## src/design/route_table_with_aging_core_defines.svh

```systemverilog
// ----------------------------------------------------------------------------
// Route table assertion macros
// Shared assertion wrappers for the route table core; empty for synthesis.
// ----------------------------------------------------------------------------
`ifndef ROUTE_TABLE_WITH_AGING_CORE_DEFINES_SVH
`define ROUTE_TABLE_WITH_AGING_CORE_DEFINES_SVH

`ifndef SYNTH
// Checked on every edge outside reset.
`define RTWA_ASSERT(lbl, prop, msg) \
	lbl: assert property (@(posedge clk) disable iff (!arst_n) (prop)) else $error(msg);
// Checked on every edge, reset included.
`define RTWA_ASSERT_ALWAYS(lbl, prop, msg) \
	lbl: assert property (@(posedge clk) (prop)) else $error(msg);
`else
`define RTWA_ASSERT(lbl, prop, msg)
`define RTWA_ASSERT_ALWAYS(lbl, prop, msg)
`endif

`endif

```

## src/design/rtwa_pkg.sv

```systemverilog
// ----------------------------------------------------------------------------
// Route table package
// Types, codes and field layout shared by the route table core.
// ----------------------------------------------------------------------------
package rtwa_pkg;

	// Sequencer states.
	typedef enum logic [1:0] {
		ST_IDLE,
		ST_WALK,
		ST_DECIDE
	} st_t;

	// Result status codes.
	localparam logic [2:0] STAT_ADDED   = 3'd0;
	localparam logic [2:0] STAT_UPDATED = 3'd1;
	localparam logic [2:0] STAT_SAME    = 3'd2;
	localparam logic [2:0] STAT_OWN     = 3'd3;
	localparam logic [2:0] STAT_BAD_ITF = 3'd4;
	localparam logic [2:0] STAT_FULL    = 3'd5;

	// Configuration register indexes.
	localparam logic [1:0] REG_LIFETIME = 2'd0;
	localparam logic [1:0] REG_OWN_ADDR = 2'd1;
	localparam logic [1:0] REG_ITF_MASK = 2'd2;

	localparam logic [31:0] LIFETIME_RESET = 32'd1000000;
	localparam logic [4:0]  AGED_MAX       = 5'd31;

	// Input beat layout, lowest bit first.
	localparam int IN_NOW_LSB   = 0;
	localparam int IN_SRC_LSB   = 48;
	localparam int IN_TGT_LSB   = 80;
	localparam int IN_MAC_LSB   = 112;
	localparam int IN_ITF_LSB   = 160;
	localparam int IN_HOPS_LSB  = 164;
	localparam int IN_FORCE_LSB = 172;
	localparam int IN_WIDTH     = 176;
	localparam int OUT_WIDTH    = 72;

	// One table entry as held in the slot memory.
	typedef struct packed {
		logic [47:0] stamp;
		logic [7:0]  hops;
		logic [3:0]  itf;
		logic [47:0] next_mac;
		logic [31:0] dest;
	} entry_t;

endpackage

```

## src/design/rtwa_ram.sv

```systemverilog
// ----------------------------------------------------------------------------
// Route table RAM
// Simple dual-port memory: one write port, one read port with registered data.
// ----------------------------------------------------------------------------
module rtwa_ram #(
	parameter int WIDTH = 8,
	parameter int DEPTH = 16
) (
	input  logic                     clk,
	input  logic                     we,
	input  logic [$clog2(DEPTH)-1:0] waddr,
	input  logic [WIDTH-1:0]         wdata,
	input  logic [$clog2(DEPTH)-1:0] raddr,
	output logic [WIDTH-1:0]         rdata
);

	logic [WIDTH-1:0] mem_q [DEPTH];
	logic [WIDTH-1:0] rdata_q;

	always_ff @(posedge clk) begin
		if (we) begin
			mem_q[waddr] <= wdata;
		end
		rdata_q <= mem_q[raddr];
	end

	assign rdata = rdata_q;

endmodule

```

## src/design/route_table_with_aging_core.sv

```systemverilog
// ----------------------------------------------------------------------------
// Route table with aging
// Distance-vector route table: ages entries out, learns the reverse route to
// each packet's source and reports the route to its destination.
// ----------------------------------------------------------------------------
//
// Channel      Direction  Handshake                 Content
// s_axis_*     in         tvalid / tready           one routing header and time
// m_axis_*     out        tvalid / tready           status and route to target
// cfg_*        in         cfg_valid / cfg_ready     register index and data
//
// An item goes through capture of the beat, a walk of the slot memory through
// its single registered read port, and a decision and write step; the next
// beat is accepted only once the sequencer is back in its idle state.
// The walk is set by that one read port and the single age comparator that
// every slot passes through in turn.
// Reset clears the slot valid bits at once; no clearing pass is needed, and
// entry contents are never used before they are written.
// The finished result sits in an output register, so a new beat is taken
// while it waits; the decision step waits only if that register is still full.
//
module route_table_with_aging_core #(
	parameter int TABLE_ENTRIES   = 16,
	parameter int INTERFACE_COUNT = 16
) (
	input  logic                           clk,
	input  logic                           arst_n,

	// Fields from bit 0 up: now_us[47:0], source_address[79:48],
	// target_address[111:80], sender_mac[159:112], arrival_interface[163:160],
	// hop_count[171:164], force_rediscovery[172], zero fill[175:173].
	input  logic                           s_axis_tvalid,
	output logic                           s_axis_tready,
	input  logic [rtwa_pkg::IN_WIDTH-1:0]  s_axis_tdata,

	// Fields from bit 0 up: status[2:0], aged_out_count[7:3], target_found[8],
	// target_hops[16:9], target_next_mac[64:17], target_interface[68:65],
	// zero fill[71:69].
	output logic                           m_axis_tvalid,
	input  logic                           m_axis_tready,
	output logic [rtwa_pkg::OUT_WIDTH-1:0] m_axis_tdata,

	input  logic                           cfg_valid,
	output logic                           cfg_ready,
	input  logic [1:0]                     cfg_index,
	input  logic [31:0]                    cfg_data
);

	import rtwa_pkg::*;

	`include "route_table_with_aging_core_defines.svh"

	localparam int IdxW = $clog2(TABLE_ENTRIES);
	localparam int PtrW = IdxW + 1;

	// Configuration registers.
	logic [31:0] lifetime_q;
	logic [31:0] own_addr_q;
	logic [15:0] itf_mask_q;

	// Captured input beat.
	logic [47:0] now_q;
	logic [31:0] src_q;
	logic [31:0] tgt_q;
	logic [47:0] mac_q;
	logic [3:0]  itf_q;
	logic [7:0]  hops_q;
	logic        force_q;
	logic        own_q;

	// Sequencer and walk state.
	st_t                    st_q, st_d;
	logic [PtrW-1:0]        ptr_q;
	logic [TABLE_ENTRIES-1:0] valid_q;
	logic [4:0]             aged_q;
	logic                   force_done_q;
	logic                   src_found_q;
	logic [IdxW-1:0]        src_idx_q;
	logic [7:0]             src_hops_q;
	logic [47:0]            src_mac_q;
	logic [3:0]             src_itf_q;
	logic                   free_found_q;
	logic [IdxW-1:0]        free_idx_q;
	logic                   tgt_found_q;
	logic [7:0]             tgt_hops_q;
	logic [47:0]            tgt_mac_q;
	logic [3:0]             tgt_itf_q;

	// Output register.
	logic        m_valid_q;
	logic [2:0]  o_status_q;
	logic [4:0]  o_aged_q;
	logic        o_found_q;
	logic [7:0]  o_hops_q;
	logic [47:0] o_mac_q;
	logic [3:0]  o_itf_q;

	// Sequencer controls.
	logic in_fire;
	logic walk_last;
	logic eval_en;
	logic decide_fire;

	// Slot memory.
	logic            ram_we;
	logic [IdxW-1:0] ram_waddr;
	entry_t          ram_wdata;
	logic [IdxW-1:0] ram_raddr;
	entry_t          rd_entry;

	// Per-slot evaluation.
	logic [IdxW-1:0] eidx;
	logic            e_vld;
	logic [47:0]     e_age;
	logic            e_stale;
	logic            e_fhit;
	logic            e_survive;
	logic            e_src_hit;
	logic            e_tgt_hit;
	logic            e_free_hit;

	// Decision.
	logic        itf_ok;
	logic        better;
	logic [2:0]  dec_status;
	logic        dec_write;
	logic [IdxW-1:0] dec_idx;

	// ------------------------------------------------------------------
	// Configuration port: always ready. The registers are meant to change
	// only while no beat is in flight.
	// ------------------------------------------------------------------
	assign cfg_ready = 1'b1;

	always_ff @(posedge clk or negedge arst_n) begin
		if (!arst_n) begin
			lifetime_q <= LIFETIME_RESET;
			own_addr_q <= '0;
			itf_mask_q <= '1;
		end else if (cfg_valid) begin
			unique case (cfg_index)
				REG_LIFETIME: lifetime_q <= cfg_data;
				REG_OWN_ADDR: own_addr_q <= cfg_data;
				REG_ITF_MASK: itf_mask_q <= cfg_data[15:0];
				default: ;
			endcase
		end
	end

	// ------------------------------------------------------------------
	// Sequencer.
	// ------------------------------------------------------------------
	assign walk_last = (ptr_q == PtrW'(TABLE_ENTRIES));

	always_comb begin
		st_d = st_q;
		unique case (st_q)
			ST_IDLE:   if (s_axis_tvalid) st_d = ST_WALK;
			ST_WALK:   if (walk_last) st_d = ST_DECIDE;
			ST_DECIDE: if (!m_valid_q || m_axis_tready) st_d = ST_IDLE;
			default:   st_d = ST_IDLE;
		endcase
	end

	always_comb begin
		s_axis_tready = 1'b0;
		eval_en       = 1'b0;
		decide_fire   = 1'b0;
		unique case (st_q)
			ST_IDLE:   s_axis_tready = 1'b1;
			ST_WALK:   eval_en = (ptr_q != '0);
			ST_DECIDE: decide_fire = !m_valid_q || m_axis_tready;
			default: ;
		endcase
	end

	assign in_fire = s_axis_tvalid && s_axis_tready;

	always_ff @(posedge clk or negedge arst_n) begin
		if (!arst_n) begin
			st_q <= ST_IDLE;
		end else begin
			st_q <= st_d;
		end
	end

	// The captured beat needs no reset: it is only used after an acceptance.
	always_ff @(posedge clk) begin
		if (in_fire) begin
			now_q   <= s_axis_tdata[IN_NOW_LSB +: 48];
			src_q   <= s_axis_tdata[IN_SRC_LSB +: 32];
			tgt_q   <= s_axis_tdata[IN_TGT_LSB +: 32];
			mac_q   <= s_axis_tdata[IN_MAC_LSB +: 48];
			itf_q   <= s_axis_tdata[IN_ITF_LSB +: 4];
			hops_q  <= s_axis_tdata[IN_HOPS_LSB +: 8];
			force_q <= s_axis_tdata[IN_FORCE_LSB];
			own_q   <= (s_axis_tdata[IN_SRC_LSB +: 32] == own_addr_q);
		end
	end

	// ------------------------------------------------------------------
	// Slot memory. The walk issues the read of slot ptr while it judges
	// slot ptr - 1, whose data has just come out of the read register.
	// ------------------------------------------------------------------
	assign ram_raddr = walk_last ? '0 : ptr_q[IdxW-1:0];

	rtwa_ram #(
		.WIDTH ($bits(entry_t)),
		.DEPTH (TABLE_ENTRIES)
	) u_slots (
		.clk   (clk),
		.we    (ram_we),
		.waddr (ram_waddr),
		.wdata (ram_wdata),
		.raddr (ram_raddr),
		.rdata (rd_entry)
	);

	// ------------------------------------------------------------------
	// Slot judgement: one age comparator shared by every slot in turn.
	// A slot is dropped when stale; the first surviving slot that holds the
	// target is dropped too when rediscovery is forced. Own packets only look.
	// ------------------------------------------------------------------
	assign eidx       = IdxW'(ptr_q - PtrW'(1));
	assign e_vld      = valid_q[eidx];
	assign e_age      = now_q - rd_entry.stamp;
	assign e_stale    = !own_q && e_vld && (e_age > {16'b0, lifetime_q});
	assign e_fhit     = !own_q && force_q && !force_done_q && e_vld && !e_stale &&
	                    (rd_entry.dest == tgt_q);
	assign e_survive  = e_vld && !e_stale && !e_fhit;
	assign e_src_hit  = e_survive && !src_found_q && (rd_entry.dest == src_q);
	assign e_tgt_hit  = e_survive && !tgt_found_q && (rd_entry.dest == tgt_q);
	assign e_free_hit = !e_survive && !free_found_q;

	always_ff @(posedge clk or negedge arst_n) begin
		if (!arst_n) begin
			ptr_q        <= '0;
			aged_q       <= '0;
			force_done_q <= 1'b0;
			src_found_q  <= 1'b0;
			free_found_q <= 1'b0;
			tgt_found_q  <= 1'b0;
		end else if (in_fire) begin
			ptr_q        <= '0;
			aged_q       <= '0;
			force_done_q <= 1'b0;
			src_found_q  <= 1'b0;
			free_found_q <= 1'b0;
			tgt_found_q  <= 1'b0;
		end else if (st_q == ST_WALK) begin
			ptr_q <= ptr_q + PtrW'(1);
			if (eval_en) begin
				if (e_stale && aged_q != AGED_MAX) begin
					aged_q <= aged_q + 5'd1;
				end
				if (e_fhit) begin
					force_done_q <= 1'b1;
				end
				if (e_src_hit) begin
					src_found_q <= 1'b1;
				end
				if (e_free_hit) begin
					free_found_q <= 1'b1;
				end
				if (e_tgt_hit) begin
					tgt_found_q <= 1'b1;
				end
			end
		end
	end

	// Fields of the matched slots are only read with their found flags set.
	always_ff @(posedge clk) begin
		if (eval_en) begin
			if (e_src_hit) begin
				src_idx_q  <= eidx;
				src_hops_q <= rd_entry.hops;
				src_mac_q  <= rd_entry.next_mac;
				src_itf_q  <= rd_entry.itf;
			end
			if (e_free_hit) begin
				free_idx_q <= eidx;
			end
			if (e_tgt_hit) begin
				tgt_hops_q <= rd_entry.hops;
				tgt_mac_q  <= rd_entry.next_mac;
				tgt_itf_q  <= rd_entry.itf;
			end
		end
	end

	// ------------------------------------------------------------------
	// Decision: add, refresh or leave the reverse route to the source.
	// ------------------------------------------------------------------
	assign itf_ok = (32'(itf_q) < INTERFACE_COUNT) && itf_mask_q[itf_q];
	assign better = (hops_q < src_hops_q) ||
	                ((hops_q == src_hops_q) && ((mac_q != src_mac_q) || (itf_q != src_itf_q)));

	always_comb begin
		dec_write  = 1'b0;
		dec_idx    = free_idx_q;
		dec_status = STAT_SAME;
		if (own_q) begin
			dec_status = STAT_OWN;
		end else if (!itf_ok) begin
			dec_status = STAT_BAD_ITF;
		end else if (src_found_q) begin
			dec_idx = src_idx_q;
			if (better) begin
				dec_write  = 1'b1;
				dec_status = STAT_UPDATED;
			end
		end else if (free_found_q) begin
			dec_write  = 1'b1;
			dec_status = STAT_ADDED;
		end else begin
			dec_status = STAT_FULL;
		end
	end

	assign ram_we    = decide_fire && dec_write;
	assign ram_waddr = dec_idx;
	assign ram_wdata = '{stamp: now_q, hops: hops_q, itf: itf_q, next_mac: mac_q, dest: src_q};

	always_ff @(posedge clk or negedge arst_n) begin
		if (!arst_n) begin
			valid_q <= '0;
		end else if (eval_en && !e_survive) begin
			valid_q[eidx] <= 1'b0;
		end else if (ram_we) begin
			valid_q[ram_waddr] <= 1'b1;
		end
	end

	// ------------------------------------------------------------------
	// Result register. When the source is also the target, a written entry
	// is the target route; otherwise the write never touches it.
	// ------------------------------------------------------------------
	always_ff @(posedge clk or negedge arst_n) begin
		if (!arst_n) begin
			m_valid_q <= 1'b0;
		end else if (decide_fire) begin
			m_valid_q <= 1'b1;
		end else if (m_axis_tready) begin
			m_valid_q <= 1'b0;
		end
	end

	always_ff @(posedge clk) begin
		if (decide_fire) begin
			o_status_q <= dec_status;
			o_aged_q   <= aged_q;
			if (dec_write && src_q == tgt_q) begin
				o_found_q <= 1'b1;
				o_hops_q  <= hops_q;
				o_mac_q   <= mac_q;
				o_itf_q   <= itf_q;
			end else if (tgt_found_q) begin
				o_found_q <= 1'b1;
				o_hops_q  <= tgt_hops_q;
				o_mac_q   <= tgt_mac_q;
				o_itf_q   <= tgt_itf_q;
			end else begin
				o_found_q <= 1'b0;
				o_hops_q  <= '0;
				o_mac_q   <= '0;
				o_itf_q   <= '0;
			end
		end
	end

	assign m_axis_tvalid = m_valid_q;
	assign m_axis_tdata  = {3'b000, o_itf_q, o_mac_q, o_hops_q, o_found_q, o_aged_q, o_status_q};

	// ------------------------------------------------------------------
	// Assertions.
	// ------------------------------------------------------------------
	`RTWA_ASSERT(a_accept_starts_walk, in_fire |=> (st_q == ST_WALK && ptr_q == '0), "accepted beat did not start a walk")
	`RTWA_ASSERT(a_write_only_deciding, ram_we |-> (st_q == ST_DECIDE && !own_q), "slot memory written outside a decision")
	`RTWA_ASSERT(a_own_no_aging, (m_axis_tvalid && o_status_q == STAT_OWN) |-> (o_aged_q == '0), "own packet reported aged entries")
	`RTWA_ASSERT(a_no_route_zero, (m_axis_tvalid && !o_found_q) |-> (o_hops_q == '0 && o_mac_q == '0 && o_itf_q == '0), "missing route carries nonzero fields")
	`RTWA_ASSERT_ALWAYS(a_reset_quiet, !arst_n |=> !m_axis_tvalid, "result valid straight after reset")

endmodule

```

## config.mk

```make
export PLATFORM = sky130hd
export DESIGN_NAME = route_table_with_aging_core
export DESIGN_NICKNAME = d
export VERILOG_FILES = /design/src/design/rtwa_pkg.sv /design/src/design/rtwa_ram.sv /design/src/design/route_table_with_aging_core.sv
export VERILOG_INCLUDE_DIRS = /design/src /design/src/design
export SDC_FILE = /design/constraint.sdc
export NUM_CORES = 2
export LEC_CHECK = 0
export CORE_UTILIZATION = 40
export DETAILED_ROUTE_END_ITERATION = 16
export DONT_BUFFER_PORTS = 1
export PLACE_DENSITY = 0.57
export SETUP_SLACK_MARGIN = 0.3
export SYNTH_ARGS = -nofsm -noshare
export SYNTH_HDL_FRONTEND = slang
export SYNTH_HIERARCHICAL = 1
export SYNTH_SLANG_ARGS = --single-unit
```

## constraint.sdc

```tcl
create_clock -name clk -period 47.3 [get_ports clk]
set_input_delay 11.825 -clock clk [delete_from_list [all_inputs] [get_ports clk]]
set_output_delay 11.825 -clock clk [all_outputs]
set_load 0.03 [all_outputs]
```

==> impl_metrics.prom <==
# TYPE chip_impl_metric gauge
chip_impl_info{name="holdCritPathClass",value="reg2reg"} 1
chip_impl_metric{name="postCtsResizedCells",unit=""} 0
chip_impl_metric{name="setup_violations",unit=""} 0
chip_impl_metric{name="power.leakage",unit="nW"} 40.0
chip_impl_metric{name="flop_and_latch_count_out_of_synthesis",unit=""} 2864
chip_impl_info{name="worst_setup_path_end_kind",value="flop"} 1
chip_impl_metric{name="max_freq",unit="GHz"} 0.0648
chip_impl_metric{name="sequentialPowerShare",unit="%"} 42.4
chip_impl_metric{name="power_report.internal_total",unit="mW"} 5.10
chip_impl_metric{name="layout_overhead_on_the_synthesized_area",unit="%"} 13.6
chip_impl_info{name="buffer_cell_driving_the_clock_tree_root",value="sky130_fd_sc_hd__clkbuf_16"} 1
chip_impl_metric{name="tightestPinTransition",unit="ns"} 1.29
chip_impl_metric{name="timing_max_transition_violations_final",unit=""} 0
chip_impl_metric{name="die_y",unit="um"} 526
chip_impl_metric{name="route.antenna.remaining_nets",unit=""} 0
chip_impl_metric{name="design.core.area",unit="sq um"} 273000
chip_impl_metric{name="p_switching",unit="mW"} 2.12
chip_impl_metric{name="gp_routability_congestion",unit=""} 0.871
chip_impl_metric{name="min_delay_path_depth",unit=""} 0
chip_impl_metric{name="max_cap_viol_count",unit=""} 0
chip_impl_metric{name="drt_pass1_iterations",unit=""} 5
chip_impl_metric{name="critical_path_fanout_max",unit=""} 41
chip_impl_metric{name="reg2reg_depth",unit=""} 23
chip_impl_metric{name="cts_setup_buffers",unit=""} 0
chip_impl_metric{name="syn_avg_cell_area",unit="sq um"} 19.9
chip_impl_info{name="worstSetupStartpointType",value="input pin"} 1
chip_impl_metric{name="clockPowerShare",unit="%"} 33.7
chip_impl_metric{name="worst-path-buf-inv",unit=""} 3
chip_impl_info{name="yosys.cell_count.top_type",value="sky130_fd_sc_hd__edfxtp_1"} 1
chip_impl_metric{name="finalHoldViolCount",unit=""} 0
chip_impl_metric{name="design.portCount",unit=""} 290
chip_impl_metric{name="cts.clk_slew.worst_paths",unit="ns"} 0.06
chip_impl_metric{name="via_count",unit=""} 54200
chip_impl_metric{name="final.setup.tns",unit="ns"} 0
chip_impl_metric{name="fin_util",unit="%"} 45.7
chip_impl_metric{name="cts.path.max_buffers",unit=""} 4
chip_impl_metric{name="drt_wirelength",unit="um"} 289000
chip_impl_info{name="timing.critical_path.slowest_stage_cell",value="sky130_fd_sc_hd__buf_4"} 1
chip_impl_info{name="critical_path_class",value="in2reg"} 1
chip_impl_metric{name="grt_start_max_net_pins",unit=""} 114
chip_impl_metric{name="clock_latency",unit="ns"} 0.92
chip_impl_metric{name="wl_per_cell",unit="um"} 30.2
chip_impl_metric{name="number_of_clock_buffers_inserted_by_tritoncts",unit=""} 307
chip_impl_metric{name="synth_enable_flop_cells",unit=""} 2611
chip_impl_metric{name="slew_headroom",unit="%"} 13.4
chip_impl_metric{name="finalWorstPathRequiredPeriod",unit="ns"} 15.42
chip_impl_metric{name="cp.required",unit="ns"} 47.80
chip_impl_metric{name="antenna_found_initial",unit=""} 41
chip_impl_metric{name="synth_top_area_share",unit="%"} 71.3
chip_impl_metric{name="num_rows",unit=""} 192
chip_impl_metric{name="drt-vias-per-instance",unit=""} 5.66
chip_impl_metric{name="ys_seq_area_share",unit="%"} 76.5
chip_impl_metric{name="initialDrtViolationCount",unit=""} 5004
chip_impl_metric{name="postCtsHoldBufs",unit=""} 0
chip_impl_metric{name="irDropWorstVdd",unit="V"} 0.0000600
chip_impl_metric{name="p_sw_share",unit="%"} 29.4
chip_impl_info{name="tritoncts_clock_tree",value="built"} 1
chip_impl_metric{name="die_area",unit="sq um"} 277000
chip_impl_metric{name="timing.critical_path.arrival",unit="ns"} 15.93
chip_impl_metric{name="longest_individual_stage_delay_on_the_worst_path",unit="ns"} 0.86
chip_impl_metric{name="area_occupied_by_multi_input_gates",unit="sq um"} 24500
chip_impl_metric{name="relative_contribution_of_combinational_cells_to_total_power",unit="%"} 23.9
chip_impl_info{name="yosys-top-cells-count",value="sky130_fd_sc_hd__edfxtp_1 (2611), sky130_fd_sc_hd__mux4_2 (532), sky130_fd_sc_hd__nand2_1 (336)"} 1
chip_impl_metric{name="num-nets-final",unit=""} 6006
chip_impl_metric{name="cts_htree_levels",unit=""} 5
chip_impl_metric{name="layout.area.seq",unit="sq um"} 84100
chip_impl_metric{name="drc",unit=""} 0
chip_impl_metric{name="fp.dieW",unit="um"} 526
chip_impl_metric{name="overflow",unit=""} 0
chip_impl_metric{name="place_hpwl",unit="um"} 162000
chip_impl_info{name="synth_area_leaders",value="sky130_fd_sc_hd__edfxtp_1 (71%), sky130_fd_sc_hd__mux4_2 (11%), sky130_fd_sc_hd__dfxtp_1 (2.5%)"} 1
chip_impl_metric{name="final.fill_count",unit=""} 23000
chip_impl_info{name="cp_cell_sequence",value="nand2b_1 -> nor2b_4 -> and2_1 -> nand3b_1 -> nor3_2 -> buf_4 -> buf_4 -> buf_4"} 1
chip_impl_metric{name="track_usage",unit="%"} 20.7
chip_impl_metric{name="power-per-cell-area",unit="nW/um^2"} 57.8
chip_impl_metric{name="drive_above_1_share",unit="%"} 22.1
chip_impl_info{name="library_cell_with_the_largest_summed_area_after_synthesis",value="sky130_fd_sc_hd__edfxtp_1"} 1
chip_impl_metric{name="global_route_wire_length_before_repair",unit="um"} 411000
chip_impl_metric{name="layout_worst_path_cycle_share",unit="%"} 32.6
chip_impl_metric{name="cts_sinks",unit=""} 2864
chip_impl_metric{name="clock-skew-final",unit="ns"} 0.0627
chip_impl_info{name="outcome",value="finished clean"} 1
chip_impl_metric{name="async_flop_share",unit="%"} 3.95
chip_impl_info{name="ys_dominant_reg_cell",value="sky130_fd_sc_hd__edfxtp_1"} 1
chip_impl_info{name="cpLargestDelayFamily",value="buffers and inverters"} 1
chip_impl_metric{name="first_global_vias",unit=""} 55300
chip_impl_metric{name="synth.yosys.warnings",unit=""} 6
chip_impl_metric{name="port_buffers",unit=""} 0
chip_impl_metric{name="worst-path-stages",unit=""} 8
chip_impl_info{name="grt_setup_unrepaired",value="no"} 1
chip_impl_info{name="cp_common_cell",value="sky130_fd_sc_hd__buf_4"} 1
chip_impl_metric{name="netlist_area",unit="sq um"} 110000
chip_impl_metric{name="initial_core_util",unit="%"} 40.2
chip_impl_metric{name="netlist-cell-type-count",unit=""} 81
chip_impl_metric{name="postSynthCellCount",unit=""} 5528
## placed cells by master, fill, tap and decap left out, types with 11 or more instances in the layout
cell type and count:
sky130_fd_sc_hd__diode_2 31, sky130_fd_sc_hd__clkbuf_16 309, sky130_fd_sc_hd__clkinv_2 49, sky130_fd_sc_hd__nor2_4 15, sky130_fd_sc_hd__o21ai_1 19, sky130_fd_sc_hd__nand2b_1 27
sky130_fd_sc_hd__edfxtp_1 2611, sky130_fd_sc_hd__nand3_1 30, sky130_fd_sc_hd__a221oi_1 17, sky130_fd_sc_hd__o21ai_0 155, sky130_fd_sc_hd__nor2b_1 29, sky130_fd_sc_hd__o221ai_1 24
sky130_fd_sc_hd__dfxtp_1 140, sky130_fd_sc_hd__inv_1 100, sky130_fd_sc_hd__buf_12 15, sky130_fd_sc_hd__nand4_1 50, sky130_fd_sc_hd__nor3_1 13, sky130_fd_sc_hd__clkinvlp_4 11
sky130_fd_sc_hd__clkbuf_1 69, sky130_fd_sc_hd__clkinv_1 32, sky130_fd_sc_hd__a21oi_1 103, sky130_fd_sc_hd__nor4_1 29, sky130_fd_sc_hd__nor2_1 55, sky130_fd_sc_hd__a22oi_1 238
sky130_fd_sc_hd__buf_4 89, sky130_fd_sc_hd__ha_1 94, sky130_fd_sc_hd__dfstp_2 23, sky130_fd_sc_hd__xnor2_1 116, sky130_fd_sc_hd__a21o_1 16, sky130_fd_sc_hd__mux2_2 122
sky130_fd_sc_hd__clkbuf_8 39, sky130_fd_sc_hd__nand2_1 336, sky130_fd_sc_hd__mux2i_1 33, sky130_fd_sc_hd__bufinv_16 28, sky130_fd_sc_hd__mux4_2 532, sky130_fd_sc_hd__xor2_1 102
sky130_fd_sc_hd__dfrtp_1 87
## final timing paths
check | start | end | slack (ns)
worst max-delay path | m_axis_tready | u_slots/mem_q[4][33]$_DFFE_PP_ | 31.88
worst min-delay path | u_slots/rdata[50]$_DFF_P_ | src_mac_q[18]$_DFFE_PP_ | 0.40
worst max register to register | now_q[0]$_DFFE_PP_ | src_mac_q[34]$_DFFE_PP_ | 39.19
worst min register to register | u_slots/rdata[50]$_DFF_P_ | src_mac_q[18]$_DFFE_PP_ | 0.40
max in group asynchronous | arst_n | own_addr_q[14]$_DFFE_PN0P_ | 36.22
min in group asynchronous | arst_n | m_axis_tvalid$_DFFE_PN0P_ | 10.63
## flip-flops by register name, summed over array words and instances, names as in the netlist, 16 cells and up
signal / flops
o_mac_q: 48
u_slots/rdata: 140
tgt_mac_q: 48
tgt_q: 32
src_mac_q: 48
now_q: 48
src_q: 32
valid_q: 16
u_slots/mem_q: 2240
lifetime_q: 32
own_addr_q: 32
mac_q: 48
itf_mask_q: 16
## metrics by stage
| step | setup WS [ns] | hold slack [ns] | area, sq um | power [mW] | std cells |
|---|---|---|---|---|---|
| final | 31.88 | 0.402 | 125000 | 7.22 | 9574 |
| after global routing | 31.76 | 0.427 | 125000 | 7.51 | 9559 |
| after CTS | 31.95 | 0.405 | 125000 | 7.28 | 9543 |
| after detailed placement | 30.99 | 0.411 | 114000 | 4.85 | 8976 |
| after global placement | 31.06 | 0.409 | 114000 | 4.84 | 8976 |
| after floorplan | 20.99 | 0.404 | 110000 | 4.32 | 5530 |
## final cells by class
cell class | count | area share (%)
diodes | 31 | 0.0621
clock buffers | 417 | 6.83
clock inverters | 150 | 1.41
inverters | 101 | 0.310
multi-input cells | 2318 | 19.7
flip-flops and latches | 2864 | 67.4
well taps | 3589 | 3.60
repair buffers | 104 | 0.776
## metal layers
layer	wire length (um)	track usage (%)	up-vias
met5	156	0	-
met4	6500	5.43	24
met3	17400	3.64	430
met2	142000	34.2	1711
met1	123000	28.3	29200
li1	-	-	22800
## cell families (layout without fill, tap and decap cells)
family,count (synthesis),after routing,synth area share [%]
muxes,687,687,12.5
adders and majority gates,95,95,1.09
other,2,35,0.00683
AOI/OAI and AO/OA,663,663,4.06
DFF,2864,2864,76.5
buffers and inverters,348,772,1.40
xor gates and xnor gates,218,218,1.74
and+or+nand+nor,651,651,2.78
## power groups by stage
stage                     registers [mW]  logic, mW  clock network [mW]
final                               3.06       1.73                2.43
after floorplan                     3.04       1.28                   0
after CTS                           3.06       1.74                2.48
after global routing                3.07       1.87                2.57
after detailed placement            3.11       1.74                   0
after global placement              3.11       1.74                   0
(Power assumes the default switching activity.)
